`src/hdl/sacr_ram.sv`:
```
// ----------------------------------------------------------------------------
// sacr_ram
// generic simple dual-port ram, one write port, one registered read port
// ----------------------------------------------------------------------------
module sacr_ram #(
    parameter int WIDTH = 8,
    parameter int DEPTH = 16
) (
    input  logic                     i_clk,
    input  logic                     i_we,
    input  logic [$clog2(DEPTH)-1:0] i_waddr,
    input  logic [WIDTH-1:0]         i_wdata,
    input  logic                     i_re,
    input  logic [$clog2(DEPTH)-1:0] i_raddr,
    output logic [WIDTH-1:0]         o_rdata
);

    logic [WIDTH-1:0] r_mem [DEPTH];
    logic [WIDTH-1:0] r_rdata;

    always_ff @(posedge i_clk) begin
        if (i_we) begin
            r_mem[i_waddr] <= i_wdata;
        end
        if (i_re) begin
            r_rdata <= r_mem[i_raddr];
        end
    end

    assign o_rdata = r_rdata;

endmodule

```
`config.mk`:
```
export PLATFORM = sky130hd
export DESIGN_NAME = sacr_ram
export DESIGN_NICKNAME = d
export VERILOG_FILES = /design/src/hdl/sacr_ram.sv
export SDC_FILE = /design/constraint.sdc
export NUM_CORES = 1
export LEC_CHECK = 0
export BUFFER_PORTS_ARGS = -buffer_cell sky130_fd_sc_hd__buf_4
export CORE_MARGIN = 4
export CORE_UTILIZATION = 30
export CTS_CLUSTER_DIAMETER = 150
export DETAILED_ROUTE_END_ITERATION = 16
export PLACE_DENSITY = 0.57
export SLEW_MARGIN = 25
export SYNTH_ARGS = -nofsm -noshare
export SYNTH_HDL_FRONTEND = slang
export SYNTH_SLANG_ARGS = --single-unit
```
`constraint.sdc`:
```
create_clock -name i_clk -period 1.7 [get_ports i_clk]
set_input_delay 0.255 -clock i_clk [delete_from_list [all_inputs] [get_ports i_clk]]
set_output_delay 0.255 -clock i_clk [all_outputs]
set_load 0.02 [all_outputs]
```
==> results of run 1 <==
==> cells in the mapped netlist <==
| cell type | instances | area share (%) |
|---|---|---|
| and2_1 | 1 | 0.12 |
| nor3_1 | 4 | 0.38 |
| nand3_1 | 1 | 0.096 |
| clkdlybuf4s25_2 | 3 | 0.57 |
| and2b_1 | 1 | 0.14 |
| nand3b_1 | 2 | 0.29 |
| nand2_1 | 9 | 0.65 |
| buf_4 | 1 | 0.14 |
| buf_2 | 3 | 0.29 |
| buf_6 | 3 | 0.65 |
| mux4_1 | 14 | 7.0 |
| or3b_2 | 1 | 0.17 |
| nor2b_1 | 1 | 0.12 |
| a22oi_1 | 16 | 2.3 |
| nand2b_1 | 2 | 0.24 |
| mux4_2 | 18 | 7.8 |
| edfxtp_1 | 136 | 78 |
| nor2_1 | 13 | 0.93 |
==> worst register-to-register path, cell delays in order, from the launching register on <==
cell      delay, ns
edfxtp_1       0.36
mux4_1         0.51
a22oi_1        0.26
nand2_1        0.10
==> sequential cells by signal (all words and copies together), names as in the netlist <==
signal	flops
r_mem	128
o_rdata	8
==> worst max-delay path by stage <==
stage | slack [ns] | startpoint | to
final | 0.21 | r_mem[2][5] | o_rdata[5]
after CTS | 0.17 | r_mem[2][5] | o_rdata[5]
after global routing | 0.08 | r_mem[1][5] | o_rdata[5]
after detailed placement | -0.14 | i_raddr[0] | o_rdata[0]
after global placement | -0.14 | i_raddr[0] | o_rdata[0]
after floorplan | 0.16 | i_raddr[0] | o_rdata[1]
==> per-stage QoR <==
| step | cell area [sq um] | setup slack (ns) |
|---|---|---|
| 4_1_cts | 6460 | 0.173 |
| 3_5_place_dp | 5880 | -0.143 |
| 6_report | 6460 | 0.213 |
| 3_3_place_gp | 5880 | -0.142 |
| 5_1_grt | 6460 | 0.0789 |
| 2_1_floorplan | 5230 | 0.163 |
==> power by group through the flow <==
stage,combinational (mW),clock (mW),sequential (mW)
global route,0.438,3.83,3.81
floorplan,0.191,0,3.88
global placement,0.401,0,3.87
finish,0.399,3.59,3.80
detailed placement,0.411,0,3.87
CTS,0.411,3.67,3.80
==> layout make-up <==
class	count	area share [%]
clock buffers	18	6.64
clock inverters	14	2.44
multi-input cells	83	16.4
flip-flops and latches	136	63.2
well taps	225	4.36
repair buffers	53	6.93
==> logic make-up (layout without fill, tap and decap cells) <==
kind of cell,Yosys count,count (layout),share of synthesized area (%)
flops,136,136,78.1
simple gates,35,35,3.14
mux,32,32,14.8
compound gates,16,16,2.30
buf+inv,10,85,1.65
==> routing by layer <==
metal | track usage [%] | vias up | part of all wire [%]
li1 | - | 1107 | -
met1 | 15.3 | 1236 | 45
met2 | 16.8 | 55 | 48
met3 | 3.55 | 20 | 4.9
met4 | 3.67 | 0 | 1.7
met5 | 0 | - | 0
==> cells in the final DEF (no fill, tap or decap), drive strengths merged <==
cell,count
a22oi,16
and2,1
and2b,1
buf,53
bufinv,3
clkbuf,18
clkinv,8
clkinvlp,3
edfxtp,136
mux4,32
nand2,9
nand2b,2
nand3,1
nand3b,2
nor2,13
nor2b,1
nor3,4
or3b,1
==> run summary, run 1 <==
Run status: finished clean
Ant diodes: 0
Clock sink count: 136
Worst-case clock buffer depth: 2
First-pass GRT wire length: 15.8 mm
Critical path's slowest cell: mux4_1
Yosys cell types: 18
Number of global-route vias before repair: 2559
Placed cells: 497
CP Capture Type: register
DRT Wirelength: 10.1 mm
1st-iter DRT viols: 157
Warnings from Yosys: 0
Final setup vio count: 0
Setup_tns: 0 ns
CTS Hold Bufs: 0
Die W: 140 um
Crit path max-delay family: multiplexers
IO Count: 27
WP depth: 3
Peak supply drop: 0.000648 V
Post-CTS setup buffer count: 0
Rel. slew slack: 47.6%
Remaining global-route overflow: 0
Pwr dens: 1210 mW/mm^2
Worst Reg-to-Reg Cells: 3
Clock root cell: clkbuf_16
Starting density of the core: 30.4%
Die height: 140 um
Fillers: 1571
Crit path kind: register to register
Register area share after synthesis: 78.1%
Crit path largest cell delay: 0.51 ns
Worst clock skew: 0.00746 ns
DPL Wire Length: 6.77 mm
Total number of vias: 2418
Hold EP: o_rdata[4]
Fin cells: 529
CP arrival: 1.64 ns
Fin nets: 310
NetSw: 1.55 mW
Internal: 6.25 mW
Leak: 2.17 nW
Die ar.: 0.0196 sq mm
Syn nets: 248
Worst R2R End: o_rdata[5]
Core area: 0.0172 sq mm
Post-CTS sizing: 0
FF-to-FF Start: r_mem[2][5]
Cell Area, Synth: 0.00523 sq mm
Critical path cell sequence: mux4_1 > a22oi_1 > nand2_1
Std cell rows: 48
CP bufs+invs: 0
Startpoint types: register
Initial antenna violation count: 0
Share of cells above drive strength 1: 33.6%
HP Class: primary input to register
Switching part of the total: 19.8%
CTS tree: yes
Maxcap violations: 0
Register area: 0.00408 sq mm
Drt first pass iters: 4
Layout Utilization: 37.6%
Logic pwr share: 5.1%
Mapped Cells: 229
Hold path cells: 1
Share of power burned in registers: 48.8%
Hold wc startpoint: i_re
Pin count of the biggest net entering global routing: 19
Crit-path max FO: 1
Clock Pin Slew Worst Setup and Hold Paths: 0.06 ns
DR WL/cell: 19.2 um
Area Overhead vs Synth: 23.6%
Max-slew violation count: 0
Fin crit period: 1.49 ns
Hold_ws: 0.139 ns
Worst-margin pin slew: 0.784 ns
Clock power frac: 46.1%
Period utilization: 87.5%
Vias per Instance: 4.57
Mean Syn Cell Area: 22.8 sq um
R2r setup slk: 0.21 ns
Detail Route Antenna Nets: 0
Routability Congestion: 0.696
RSZ-0062 raised after global routing: no
CTS buffer count: 17
# H-tree levels: 4
Fmax: 0.672 GHz
Area of the multi-input gates: 0.00106 sq mm
Hold Fails Final Rpt: 0
Gr usage total: 11.1%
Design Power: 7.80 mW
Critical Path RT: 1.85 ns
Register bit count reported by yosys: 136
Worst skew pair latency: 0.41 ns
Residual DRC count: 0
PortBufs: 26
No activity file was read; power rests on OpenSTA's default activity.
==> run 2, diff against run 1 <==
--- a/config.mk
+++ b/config.mk
@@ -5,6 +5,7 @@
 export SDC_FILE = /design/constraint.sdc
 export NUM_CORES = 1
 export LEC_CHECK = 0
+export ABC_AREA = 1
 export BUFFER_PORTS_ARGS = -buffer_cell sky130_fd_sc_hd__buf_4
 export CORE_MARGIN = 4
 export CORE_UTILIZATION = 30
==> run summary, run 2 <==
Fillers: 1872 (+19%)
Area contributors post-synth: edfxtp_1 (70%), nand2_1 (11%), nand3_1 (8.3%), inv_1 (6.4%), buf_6 (1.2%)
Routability Congestion: 0.809 (+16%)
Cell Area, Synth: 0.00585 sq mm (+12%)
Startpoint types: register
Leak: 2.97 nW (+37%)
Crit-path max FO: 1 (unchanged)
Die height: 148 um (+5.4%)
CP Capture Point: o_rdata[1]
Dominant synthesized flop cell: edfxtp_1
DRT Wirelength: 13.7 mm (+35%)
Worst-case clock buffer depth: 2 (unchanged)
CP bufs+invs: 1 (+1)
HP Class: primary input to register
FF-to-FF Start: r_mem[15][3]
Total number of vias: 3837 (+59%)
Warnings from Yosys: 0 (unchanged)
Count leader, synth: nand2_1
RSZ-0062 raised after global routing: no
Placed cells: 836 (+68%)
Starting density of the core: 30.8% (+0.41 points)
Share of cells above drive strength 1: 13.5% (-20 points)
Post-CTS sizing: 0 (unchanged)
Worst-margin pin slew: 0.412 ns (-0.371 ns)
Fmax: 0.759 GHz (+13%)
CP arrival: 1.06 ns (-0.58 ns)
Detail Route Antenna Nets: 0 (unchanged)
CP Capture Type: output port
Clock Pin Slew Worst Setup and Hold Paths: 0.06 ns (about the same)
Crit path kind: register to output port
Period utilization: 77.5% (-10 points)
Gr usage total: 13.4% (+2.3 points)
Final setup vio count: 0 (unchanged)
Initial antenna violation count: 0 (unchanged)
IO Count: 27 (unchanged)
1st-iter DRT viols: 351 (+120%)
Maxcap violations: 0 (unchanged)
Critical path's slowest cell: edfxtp_1
Metal-1 WL: 6.46 mm (+41%)
Met2 wire length: 6.12 mm (+25%)
PortBufs: 26 (unchanged)
Clock sink count: 136 (unchanged)
Async S/R FF share, synth: 0% (unchanged)
Pwr dens: 1140 mW/mm^2 (-5.7%)
Setup crit start: o_rdata[1]
Peak supply drop: 0.000739 V (+14%)
Hold wc startpoint: i_re
Residual DRC count: 0 (unchanged)
Mean Syn Cell Area: 10.6 sq um (-54%)
Top cell type's share of synthesized area: 69.8% (-8.3 points)
Die ar.: 0.0218 sq mm (+11%)
Layout Utilization: 37.0% (-0.61 points)
# H-tree levels: 4 (unchanged)
DPL Wire Length: 8.53 mm (+26%)
CTS tree: yes
Drt first pass iters: 6 (+2)
Largest register by flop count: r_mem
Area Overhead vs Synth: 20.0%
Ant diodes: 0 (unchanged)
Critical Path RT: 1.44 ns (-0.41 ns)
Worst clock skew: 0.00878 ns (+0.00132 ns)
Largest register FFs: 128 (unchanged)
Hold Fails Final Rpt: 0 (unchanged)
Commonest non-fill, non-tap cell in the layout: nand2_1
Setup_tns: 0 ns (unchanged)
R2r setup slk: 0.51 ns (+0.30 ns)
CTS buffer count: 17 (unchanged)
Run status: finished clean
Fin nets: 614 (+98%)
Register area share after synthesis: 69.8% (-8.3 points)
Crit path max-delay family: flip-flops
Vias per Instance: 4.42 (-3.3%)
First-pass GRT wire length: 21.9 mm (+38%)
Most frequent cells in the layout: nand2_1 (173), edfxtp_1 (136), inv_1 (100), nand3_1 (97), buf_4 (45)
Hold_ws: 0.146 ns (+0.00716 ns)
Met3 wire len: 890 um (+78%)
Remaining global-route overflow: 0 (unchanged)
Pin count of the biggest net entering global routing: 65 (+46)
Register area: 0.00408 sq mm (unchanged)
CTS Hold Bufs: 0 (unchanged)
Syn nets: 570 (+130%)
Mapped Cells: 551 (+140%)
Worst R2R End: o_rdata[3]
WP depth: 1 (-2)
Clock root cell: clkbuf_16
Area of the multi-input gates: 0.00121 sq mm (+14%)
Yosys top cell by area: edfxtp_1
Die W: 148 um (+5.4%)
Core area: 0.0190 sq mm (+10%)
Yosys cell types: 11 (-7)
Worst skew pair latency: 0.43 ns (+0.02 ns)
Fin cells: 868 (+64%)
Critical path cell sequence: buf_4
Crit path largest cell delay: 0.45 ns (-0.06 ns)
Fin crit period: 1.32 ns (-0.170 ns)
Max-slew violation count: 0 (unchanged)
Worst Reg-to-Reg Cells: 6 (+3)
Top sig layer: met4
Synth cell count leaders: nand2_1 (173), edfxtp_1 (136), inv_1 (100)
Std cell rows: 50 (+4.2%)
DR WL/cell: 15.8 um (-18%)
Number of global-route vias before repair: 3792 (+48%)
Post-CTS setup buffer count: 0 (unchanged)
Register bit count reported by yosys: 136 (unchanged)
EDFF count, synth: 136 (unchanged)
Rel. slew slack: 72.5% (+25 points)
## run 2: cells by family after synthesis
| family | synth area share [%] |
|---|---|
| buffers and inverters | 9.39 |
| AND/OR/NAND/NOR | 20.8 |
| flip-flops | 69.8 |
## run 2: how the worst min path moves through the flow
stage,to,cells past startpoint,slack (ns)
after floorplan,r_mem[0][0],0,0.35
after global placement,o_rdata[7],1,0.59
after detailed placement,o_rdata[7],1,0.58
after CTS,o_rdata[7],1,0.14
after global routing,o_rdata[4],1,0.14
final,o_rdata[4],1,0.15
## run 2: layout make-up
class	instances	area share, %
Sequential cell	136	58.2
Multi-Input combinational cell	289	17.3
Clock buffer	17	6.06
Timing Repair Buffer	49	5.96
Inverter	102	5.46
Tap cell	260	4.64
Clock inverter	15	2.37
## run 2: worst reg2reg max path, stage by stage (launching register included)
cell,delay (ns)
edfxtp_1,0.36
inv_1,0.06
nand2_1,0.04
nand3_1,0.11
nand3_1,0.12
nand3_1,0.17
nand2_1,0.07
## run 2: metal layers
metal  vias to the layer above  track usage [%]
met4                         0             5.27
met2                       121             19.5
met5                         -                0
li1                       1869                -
met1                      1828             18.8
met3                        19             3.92
## run 2: report_power, final
group	switching (mW)	leakage [nW]	internal, mW
Sequential	0.0241	1.24	3.78
Clock	1.48	0.282	2.19
Combinational	0.345	1.46	0.165
## run 2: per-stage QoR
step / cell area, sq um / total power [mW] / worst slack (ns)
3_5_place_dp: 6420 / 4.39 / 0.209
4_1_cts: 7020 / 8.04 / 0.372
3_3_place_gp: 6420 / 4.38 / 0.226
2_1_floorplan: 5850 / 4.15 / 0.494
6_report: 7020 / 7.98 / 0.382
5_1_grt: 7020 / 8.30 / 0.356
