===== src/hdl/sacr_pkg.sv =====
// ----------------------------------------------------------------------------
// sacr_pkg
// types, constants and helpers shared by the set-associative cache model
// ----------------------------------------------------------------------------
package sacr_pkg;

    localparam int SET_BITS = 6;
    localparam int WAY_BITS = 2;

    localparam int ADDR_W    = 32;
    localparam int CNT_W     = 32;
    localparam int KEY_W     = ADDR_W - 2;
    localparam int NUM_SETS  = 1 << SET_BITS;
    localparam int NUM_WAYS  = 1 << WAY_BITS;
    localparam int WAY_W     = (WAY_BITS > 0) ? WAY_BITS : 1;
    localparam int SLOT_W    = KEY_W + 1;
    localparam int ROW_W     = NUM_WAYS * SLOT_W;
    localparam int LFSR_W    = 16;

    localparam logic [ADDR_W-1:0] ALIGN_MASK = 32'hFFFF_FFFC;
    localparam logic [LFSR_W-1:0] LFSR_SEED  = 16'hACE1;

    typedef logic [KEY_W-1:0]    t_key;
    typedef logic [SET_BITS-1:0] t_set;
    typedef logic [WAY_W-1:0]    t_way;
    typedef logic [ROW_W-1:0]    t_row;
    typedef logic [LFSR_W-1:0]   t_lfsr;
    typedef logic [CNT_W-1:0]    t_cnt;

    typedef enum logic [1:0] {
        ST_CLEAR,
        ST_IDLE,
        ST_LOOKUP
    } t_state;

    // lookup status from the tag compare
    typedef struct packed {
        logic hit;
        logic full;
    } t_match;

    // fibonacci step, taps 16 14 13 11
    function automatic t_lfsr lfsr_advance(input t_lfsr v);
        logic fb;
        fb = v[0] ^ v[2] ^ v[3] ^ v[5];
        return {fb, v[LFSR_W-1:1]};
    endfunction

endpackage


===== src/hdl/sacr_match.sv =====
// ----------------------------------------------------------------------------
// sacr_match
// parallel tag compare over one set row, fill/victim choice and row update
// ----------------------------------------------------------------------------
module sacr_match (
    input  sacr_pkg::t_row   i_row,
    input  sacr_pkg::t_key   i_key,
    input  sacr_pkg::t_way   i_victim,
    output sacr_pkg::t_match o_match,
    output sacr_pkg::t_row   o_row
);

    logic                          hit;
    logic                          have_free;
    sacr_pkg::t_way                free_way;
    sacr_pkg::t_way                target;
    logic [sacr_pkg::SLOT_W-1:0]   slot;

    always_comb begin
        hit       = 1'b0;
        have_free = 1'b0;
        free_way  = '0;
        slot      = '0;
        for (int w = 0; w < sacr_pkg::NUM_WAYS; w++) begin
            slot = i_row[w*sacr_pkg::SLOT_W +: sacr_pkg::SLOT_W];
            if (slot[sacr_pkg::KEY_W]) begin
                if (slot[sacr_pkg::KEY_W-1:0] == i_key) begin
                    hit = 1'b1;
                end
            end else if (!have_free) begin
                have_free = 1'b1;
                free_way  = sacr_pkg::t_way'(w);
            end
        end
    end

    // lowest free way first, else the random victim
    assign target = have_free ? free_way : i_victim;

    always_comb begin
        o_row = i_row;
        o_row[target*sacr_pkg::SLOT_W +: sacr_pkg::SLOT_W] = {1'b1, i_key};
    end

    assign o_match.hit  = hit;
    assign o_match.full = !have_free;

endmodule


===== config.mk =====
export PLATFORM = sky130hd
export DESIGN_NAME = sacr_match
export DESIGN_NICKNAME = d
export VERILOG_FILES = /design/src/hdl/sacr_pkg.sv /design/src/hdl/sacr_match.sv
export SDC_FILE = /design/constraint.sdc
export NUM_CORES = 1
export LEC_CHECK = 0
export ABC_AREA = 1
export BUFFER_PORTS_ARGS = -buffer_cell sky130_fd_sc_hd__buf_2
export CORE_AREA = 4 4 108 110
export DETAILED_ROUTE_END_ITERATION = 6
export DIE_AREA = 0 0 112 114
export PLACE_DENSITY = 0.74
export SLEW_MARGIN = 20
export SYNTH_ARGS = -nofsm -noshare
export SYNTH_HDL_FRONTEND = slang
export SYNTH_SLANG_ARGS = --single-unit

===== constraint.sdc =====
create_clock -name vclk -period 2.72
set_clock_uncertainty 0.1 [all_clocks]
set_input_delay 0.272 -clock vclk [all_inputs]
set_output_delay 0.272 -clock vclk [all_outputs]
set_load 0.005 [all_outputs]

==> results of run 1 <==
==> how the worst min path moves through the flow <==
stage                     slack (ps)        from         end  cells past startpoint
after detailed placement         740   i_row[87]   o_row[87]                      4
after CTS                        740   i_row[87]   o_row[87]                      4
after global routing             770   i_row[87]   o_row[87]                      4
final                            740   i_row[87]   o_row[87]                      4
after floorplan                  530  i_row[123]  o_row[123]                      1
after global placement           750   i_row[87]   o_row[87]                      4
==> power by group through the flow <==
stage	clock, mW	sequential (mW)	combinational (mW)
after detailed placement	0	0	0.995
after global placement	0	0	0.991
final	0	0	1.02
after global routing	0	0	1.11
after floorplan	0	0	0.511
after CTS	0	0	1.00
==> worst max-delay path: stages <==
cell	delay, ps
buf_2	130
nand2_2	70
nor2_2	130
nand2_2	80
nand2_4	100
inv_4	60
ha_1	350
inv_1	130
nand3_4	270
buf_4	310
o22ai_1	160
buf_2	150
==> synthesized netlist by cell type (4+ instances only) <==
cell type | number | share of area (%)
buf_6 | 5 | 1.5
clkbuf_1 | 15 | 1.5
ha_1 | 5 | 1.7
inv_1 | 168 | 17
nand2_1 | 338 | 34
nand3_1 | 4 | 0.54
nor2_1 | 116 | 12
o21ai_0 | 30 | 4.0
o21ai_1 | 9 | 1.2
o22ai_1 | 107 | 18
o31ai_1 | 4 | 0.81
xnor2_1 | 8 | 1.9
xor2_1 | 6 | 1.4
==> area by class of cell <==
class	instances	area, um^2
fillers	1293	5440
multi-input cells	637	2900
repair buffers	296	1540
inverters	170	641
well taps	140	175
==> cell families after synthesis <==
family	synth area share, %
xor+xnor	3.29
simple gates	48.8
fa+ha+maj	1.68
compound gates	24.0
buf+inv	22.3
==> metal layers <==
layer | vias to the layer above | track usage [%]
met5 | - | 0
met1 | 2839 | 44.2
met4 | 0 | 8.81
met2 | 525 | 57.1
li1 | 3128 | -
met3 | 64 | 5.46
==> repair_timing <==
item                                   CTS  global route
hold buffers                             0             0
endpoints found under the hold margin    0             0
setup endpoints to repair                0             2
==> metrics.md, run 1 <==
| Metric | Value |
|---|---|
| Status | complete, no violations |
| TNS Setup | 0 ps |
| Clock share of power | 0% |
| Gpl congestion | 1.04 |
| WL per Instance | 18.7 um |
| Maximum fanout along the worst path | 19 |
| Met3 routed WL | 3.01 mm |
| FF/Latch Area | 0 um^2 |
| IO buf count | 282 |
| CP endpoint | o_row[82] |
| Total GRT Usage | 33.5% |
| Placed insts | 1243 |
| Gr ovfl total | 0 |
| Vias/cell | 5.27 |
| DRT Pass-1 Iters | 6 |
| Crit end category | output pin |
| Placed instance area | 0.00526 mm^2 |
| Worst EP arrival | 2220 ps |
| Cell internal pwr | 0.394 mW |
| Layout cells sized above 1 | 27.8% |
| # DRC | 0 |
| Cell row count | 38 |
| Uppermost layer routed | met4 |
| Net Sw Frac | 61.4% |
| Die W | 112 um |
| Post-Place Worst Slack | 170 ps |
| Max-cap viol count | 0 |
| Io pins | 282 |
| PwrDens | 195 mW/mm^2 |
| Switch Pwr | 0.628 mW |
| CTS resizes | 0 |
| Mapped Cells | 838 |
| Syn Std Cell Area | 0.00373 mm^2 |
| Pin count of the biggest net entering global routing | 32 |
| Netlist cell types | 25 |
| Hold Vio Cnt, Final | 0 |
| Critical path origin | i_row[61] |
| Nets | 1266 |
| Mapped Nets | 999 |
| Number of diodes | 0 |
| Starting density of the core | 34.8% |
| Slew margin rel. | 58.8% |
| Vias in the first global route | 6040 |
| Finished Cell Area | 0.00526 mm^2 |
| Final setup viols | 0 |
| Core area | 0.0107 mm^2 |
| Area delta synth->final | 41.0% |
| DR WL met2 | 10.5 mm |
| Critical path data required time | 2350 ps |
| Antenna Nets Post-Route | 0 |
| Sequential power share | 0% |
| RSZ-0062 raised after global routing | false |
| First-pass GRT wire length | 33.7 mm |
| Gate power share | 100.0% |
| Leakage | 3.38 nW |
| Final cell count without fillers | 1243 |
| Slew @ Worst Pin | 616 ps |
| Post-Syn Area per Cell | 4.45 um^2 |
| Hold WC Path Type | in -> out |
| Critical Setup Path Class | in -> out |
| Peak VDD IR | 0.0851 mV |
| M1 WL | 8.99 mm |
| FFs & Latches | 0 |
| Vias | 6556 |
| Final WL | 23.3 mm |
| Die area | 0.0128 mm^2 |
| Final Core Density | 49.1% |
| Setup WS post-layout | 131 ps |
| Post-CTS setup buffers | 0 |
| Peak Freq | 386 MHz |
| Tcrit/Tclk final | 95.2% |
| Commonest non-fill, non-tap cell in the layout | nand2_1 |
| Period minus WS final | 2590 ps |
| Max Transition Viols Final | 0 |
| Die Span Y | 114 um |
| Fin Hold WS | 744 ps |
| Post-DP HPWL | 18.9 mm |
| CLK BUF | 0 |
| Total power | 1.02 mW |
| Synth Warn # | 0 |
| Sequential fraction of the synthesis area | 0% |
| Crit start category | input pin |
| Commonest non-fill, non-tap cells in the layout | nand2_1, buf_2, inv_1 |
| Initial antenna violation count | 0 |
| DR iter-0 viols | 968 |
(Power assumes the default switching activity.)
==> inputs of run 2 (changes only) <==
clock period = 3.1 ns   (was 2.72 ns; I/O delays follow)
==> metrics.md, run 2 (synthesized netlist as in run 1, its figures left out) <==
| Metric | Value |
|---|---|
| Status | complete, no violations |
| TNS Setup | 0 ps (unchanged) |
| Hold Vio Cnt, Final | 0 (unchanged) |
| Critical path cell sequence | buf_2, nand2_2, nor2_2, nand2_2, nand2_4, inv_4, ha_1, inv_1, nand3_4, o22ai_1, buf_2 |
| Peak Freq | 351 MHz |
| Total power | 0.889 mW (-13%) |
| Gr ovfl total | 0 (unchanged) |
| Final WL | 23.0 mm (-1.3%) |
| Total GRT Usage | 33.2% (-0.34 points) |
| Net Sw Frac | 61.5% (about the same) |
| Core area | 0.0107 mm^2 (unchanged) |
| Commonest non-fill, non-tap cells in the layout | nand2_1, buf_2, inv_1 |
| Commonest non-fill, non-tap cell in the layout | nand2_1 |
| Crit path buffers/inverters | 4 (-1) |
| Gate power share | 100.0% (about the same) |
| Die area | 0.0128 mm^2 (unchanged) |
| Switch Pwr | 0.547 mW (-13%) |
| CP endpoint | o_row[83] |
| Leakage | 3.37 nW (-0.20%) |
| Slew @ Worst Pin | 646 ps (+29.6 ps) |
| Tcrit/Tclk final | 91.9% |
| Vias in the first global route | 5942 (-1.6%) |
| Final setup viols | 0 (unchanged) |
| Starting density of the core | 34.8% (unchanged) |
| CTS resizes | 0 (unchanged) |
| # DRC | 0 (unchanged) |
| Area delta synth->final | 40.6% |
| Die W | 112 um (unchanged) |
| Hold WC Path Type | in -> out |
| Cell row count | 38 (unchanged) |
| Crit end category | output pin |
| Sequential power share | 0% (unchanged) |
| Cell internal pwr | 0.342 mW (-13%) |
| Clock share of power | 0% (unchanged) |
| Max Transition Viols Final | 0 (unchanged) |
| Peak VDD IR | 0.0658 mV (-23%) |
| FF/Latch Area | 0 um^2 (unchanged) |
| Gpl congestion | 1.01 (-3.0%) |
| First-pass GRT wire length | 33.1 mm (-1.7%) |
| Nets | 1267 (+0.079%) |
| Critical path origin | i_row[30] |
| Post-CTS setup buffers | 0 (unchanged) |
| Initial antenna violation count | 0 (unchanged) |
| Critical path's slowest cell | nand3_4 |
| Max-cap viol count | 0 (unchanged) |
| Max incr delay on CP | 380 ps (+30 ps) |
| Maximum fanout along the worst path | 30 (+11) |
| Crit path depth | 11 (-1) |
| Crit start category | input pin |
| DR iter-0 viols | 803 (-17%) |
| DRT Pass-1 Iters | 5 (-1) |
| Io pins | 282 (unchanged) |
| Period minus WS final | 2850 ps |
| Crit path max-delay family | simple AND/OR/NAND/NOR gates |
| RSZ-0062 raised after global routing | false |
| Critical path data required time | 2690 ps (+340 ps) |
| Post-DP HPWL | 18.9 mm (-0.32%) |
| Vias | 6536 (-0.31%) |
| Critical Setup Path Class | in -> out |
| CLK BUF | 0 (unchanged) |
| Worst EP arrival | 2440 ps (+220 ps) |
| IO buf count | 282 (unchanged) |
| PwrDens | 170 mW/mm^2 (-13%) |
| WL per Instance | 18.5 um (-1.4%) |
| Final Core Density | 49.0% (-0.14 points) |
| Fin Hold WS | 823 ps (+79.0 ps) |
| Layout cells sized above 1 | 27.9% (+0.065 points) |
| Slew margin rel. | 56.9% (-2.0 points) |
| Vias/cell | 5.25 (-0.47%) |
| FFs & Latches | 0 (unchanged) |
| Die Span Y | 114 um (unchanged) |
| CTS Hold Bufs | 0 (unchanged) |
| Pin count of the biggest net entering global routing | 32 (unchanged) |
| Antenna Nets Post-Route | 0 (unchanged) |
## run 2: changes by cell type in the layout (fill, tap and decap cells not counted), sizes merged
cell / change
diode: +1
buf: +1
## run 2: per-layer routing
layer  up-vias  global-route usage (%)  wire length [um]
li1       3131                       -                 -
met1      2849                    43.9              8980
met2       498                    55.0             10300
met3        58                    6.53              2980
met4         0                    9.78               789
met5         -                       0                 0
## run 2: how the worst min path moves through the flow
stage | start | to | slack [ps] | depth (start not counted)
floorplan | i_row[123] | o_row[123] | 610 | 1
global route | i_row[87] | o_row[87] | 840 | 4
global placement | i_row[87] | o_row[87] | 820 | 4
detailed placement | i_row[87] | o_row[87] | 820 | 4
CTS | i_row[87] | o_row[87] | 820 | 4
finish | i_row[95] | o_row[95] | 820 | 4
## run 2: cell type report
class | instances | area [um^2]
timing repair buffer | 297 | 1520
antenna | 1 | 2.50
fill | 1284 | 5460
tap | 140 | 175
inverter | 170 | 641
multi-input combinational | 637 | 2900
## run 2: power by group through the flow
stage	clock [mW]	combinational [mW]	sequential [mW]
after global routing	0	0.971	0
final	0.0000000434	0.889	0
after global placement	0	0.868	0
after detailed placement	0	0.871	0
after CTS	0	0.874	0
after floorplan	0	0.448	0
## run 2: worst min-delay path, delay by kind of cell
kind            cells  cell delay (ps)
compound gates      1               50
buf+inv             2              200
simple gates        1               50
## run 2: per-stage QoR
stage                     instances  area (um^2)  setup slack (ps)
after global routing           1244         5240               128
final                          1245         5240               251
after floorplan                 838         3730              1030
after global placement         1244         5240               348
after CTS                      1244         5240               282
after detailed placement       1244         5240               288
==> inputs of run 3 (changes only) <==
MAX_ROUTING_LAYER = met4   (was default)
==> metrics.md, run 3 (synthesized netlist as in run 1, its figures left out) <==
| Metric | Value |
|---|---|
| Die W | 112 um (unchanged) |
| CTS resizes | 0 (unchanged) |
| Slew margin rel. | 61.0% (+4.1 points) |
| Commonest non-fill, non-tap cell in the layout | nand2_1 |
| Pin count of the biggest net entering global routing | 32 (unchanged) |
| Antenna Nets Post-Route | 0 (unchanged) |
| Peak Freq | 370 MHz (+5.3%) |
| PwrDens | 169 mW/mm^2 (-0.39%) |
| Maximum fanout along the worst path | 30 (unchanged) |
| # DRC | 0 (unchanged) |
| FFs & Latches | 0 (unchanged) |
| Commonest non-fill, non-tap cells in the layout | nand2_1, buf_2, inv_1 |
| Io pins | 282 (unchanged) |
| Die Span Y | 114 um (unchanged) |
| Die area | 0.0128 mm^2 (unchanged) |
| Critical path's slowest cell | nand3_4 |
| Leakage | 3.37 nW (-0.14%) |
| RSZ-0062 raised after global routing | false |
| TNS Setup | 0 ps (unchanged) |
| Status | complete, no violations |
| Crit end category | output pin |
| CTS Hold Bufs | 0 (unchanged) |
| IO buf count | 282 (unchanged) |
| Placed insts | 1243 (-0.080%) |
| Vias | 6523 (-0.20%) |
| Critical path data required time | 2690 ps (about the same) |
| Finished Cell Area | 0.00523 mm^2 (-0.19%) |
| Max Transition Viols Final | 0 (unchanged) |
| Total power | 0.884 mW (-0.58%) |
| Critical Setup Path Class | in -> out |
| Setup WS post-layout | 394 ps (+142 ps) |
| Critical path cell sequence | buf_2, nand2_2, nor2_2, nand2_2, nand2_4, inv_4, ha_1, inv_1, nand3_4, o22ai_1, buf_2 |
| Nets | 1266 (-0.079%) |
| Area delta synth->final | 40.3% |
| Layout cells sized above 1 | 27.8% (-0.065 points) |
| Period minus WS final | 2710 ps (-142 ps) |
| WL per Instance | 18.4 um (-0.41%) |
| FF/Latch Area | 0 um^2 (unchanged) |
| Cell row count | 38 (unchanged) |
| Max incr delay on CP | 380 ps (about the same) |
| Placed instance area | 0.00523 mm^2 (-0.14%) |
| Starting density of the core | 34.8% (unchanged) |
| Final cell count without fillers | 1243 (-0.16%) |
| Fin Hold WS | 821 ps (-2.82 ps) |
| Hold WC Path Type | in -> out |
| Crit start category | input pin |
| DR iter-0 viols | 896 (+12%) |
| DRT Pass-1 Iters | 6 (+1) |
| Slew @ Worst Pin | 584 ps (-61.9 ps) |
| Final setup viols | 0 (unchanged) |
| Post-DP HPWL | 18.9 mm (about the same) |
| Final WL | 22.9 mm (-0.57%) |
| Vias/cell | 5.25 (about the same) |
| Post-CTS setup buffers | 0 (unchanged) |
| Post-Place Worst Slack | 439 ps (+151 ps) |
| Gpl congestion | 1.09 (+7.8%) |
| CLK BUF | 0 (unchanged) |
| Peak VDD IR | 0.0691 mV (+5.0%) |
| First-pass GRT wire length | 33.9 mm (+2.6%) |
| Worst EP arrival | 2300 ps (-140 ps) |
| Total GRT Usage | 34.5% (+1.4 points) |
| Final Core Density | 48.9% (-0.094 points) |
| Max-cap viol count | 0 (unchanged) |
| Number of diodes | 0 (-1) |
| Tcrit/Tclk final | 87.3% (-4.6 points) |
| Hold Vio Cnt, Final | 0 (unchanged) |
| Core area | 0.0107 mm^2 (unchanged) |
| Gr ovfl total | 0 (unchanged) |
| Initial antenna violation count | 0 (unchanged) |
| Vias in the first global route | 6194 (+4.2%) |
## run 3: cell count changes in the layout (fill, tap and decap cells not counted), sizes merged
cell	previous run	this run
diode	1	0
buf	297	296
## run 3: final timing paths
check / startpoint / to / cells past startpoint / slack (ps)
worst max-delay path: i_row[30] / o_row[89] / 11 / 390
worst min-delay path: i_row[87] / o_row[87] / 4 / 820
## run 3: where the power goes
| group | switching [mW] | leakage (nW) | internal [mW] |
|---|---|---|---|
| registers | 0 | 0 | 0 |
| clock network | 0 | 0 | 0 |
| logic | 0.543 | 3.37 | 0.341 |
## run 3: layer usage
metal / up-vias / wire length, um / global-route usage (%)
met5: - / 0 / -
met4: 0 / 657 / 7.69
met3: 68 / 2620 / 5.04
met2: 474 / 10500 / 57.9
met1: 2850 / 9090 / 44.3
li1: 3131 / - / -
## run 3: worst max-delay path: cells and delay by family
| family | cells | cell delay, ps |
|---|---|---|
| AO/OA/AOI/OAI | 1 | 370 |
| adder cells (fa/ha/maj) | 1 | 350 |
| buffers and inverters | 4 | 500 |
| AND/OR/NAND/NOR | 5 | 730 |
## run 3: cell type report
type                       count  area [um^2]
tap                          140          175
fill                        1325         5470
inverter                     170          641
multi-input combinational    637         2900
timing repair buffer         296         1520
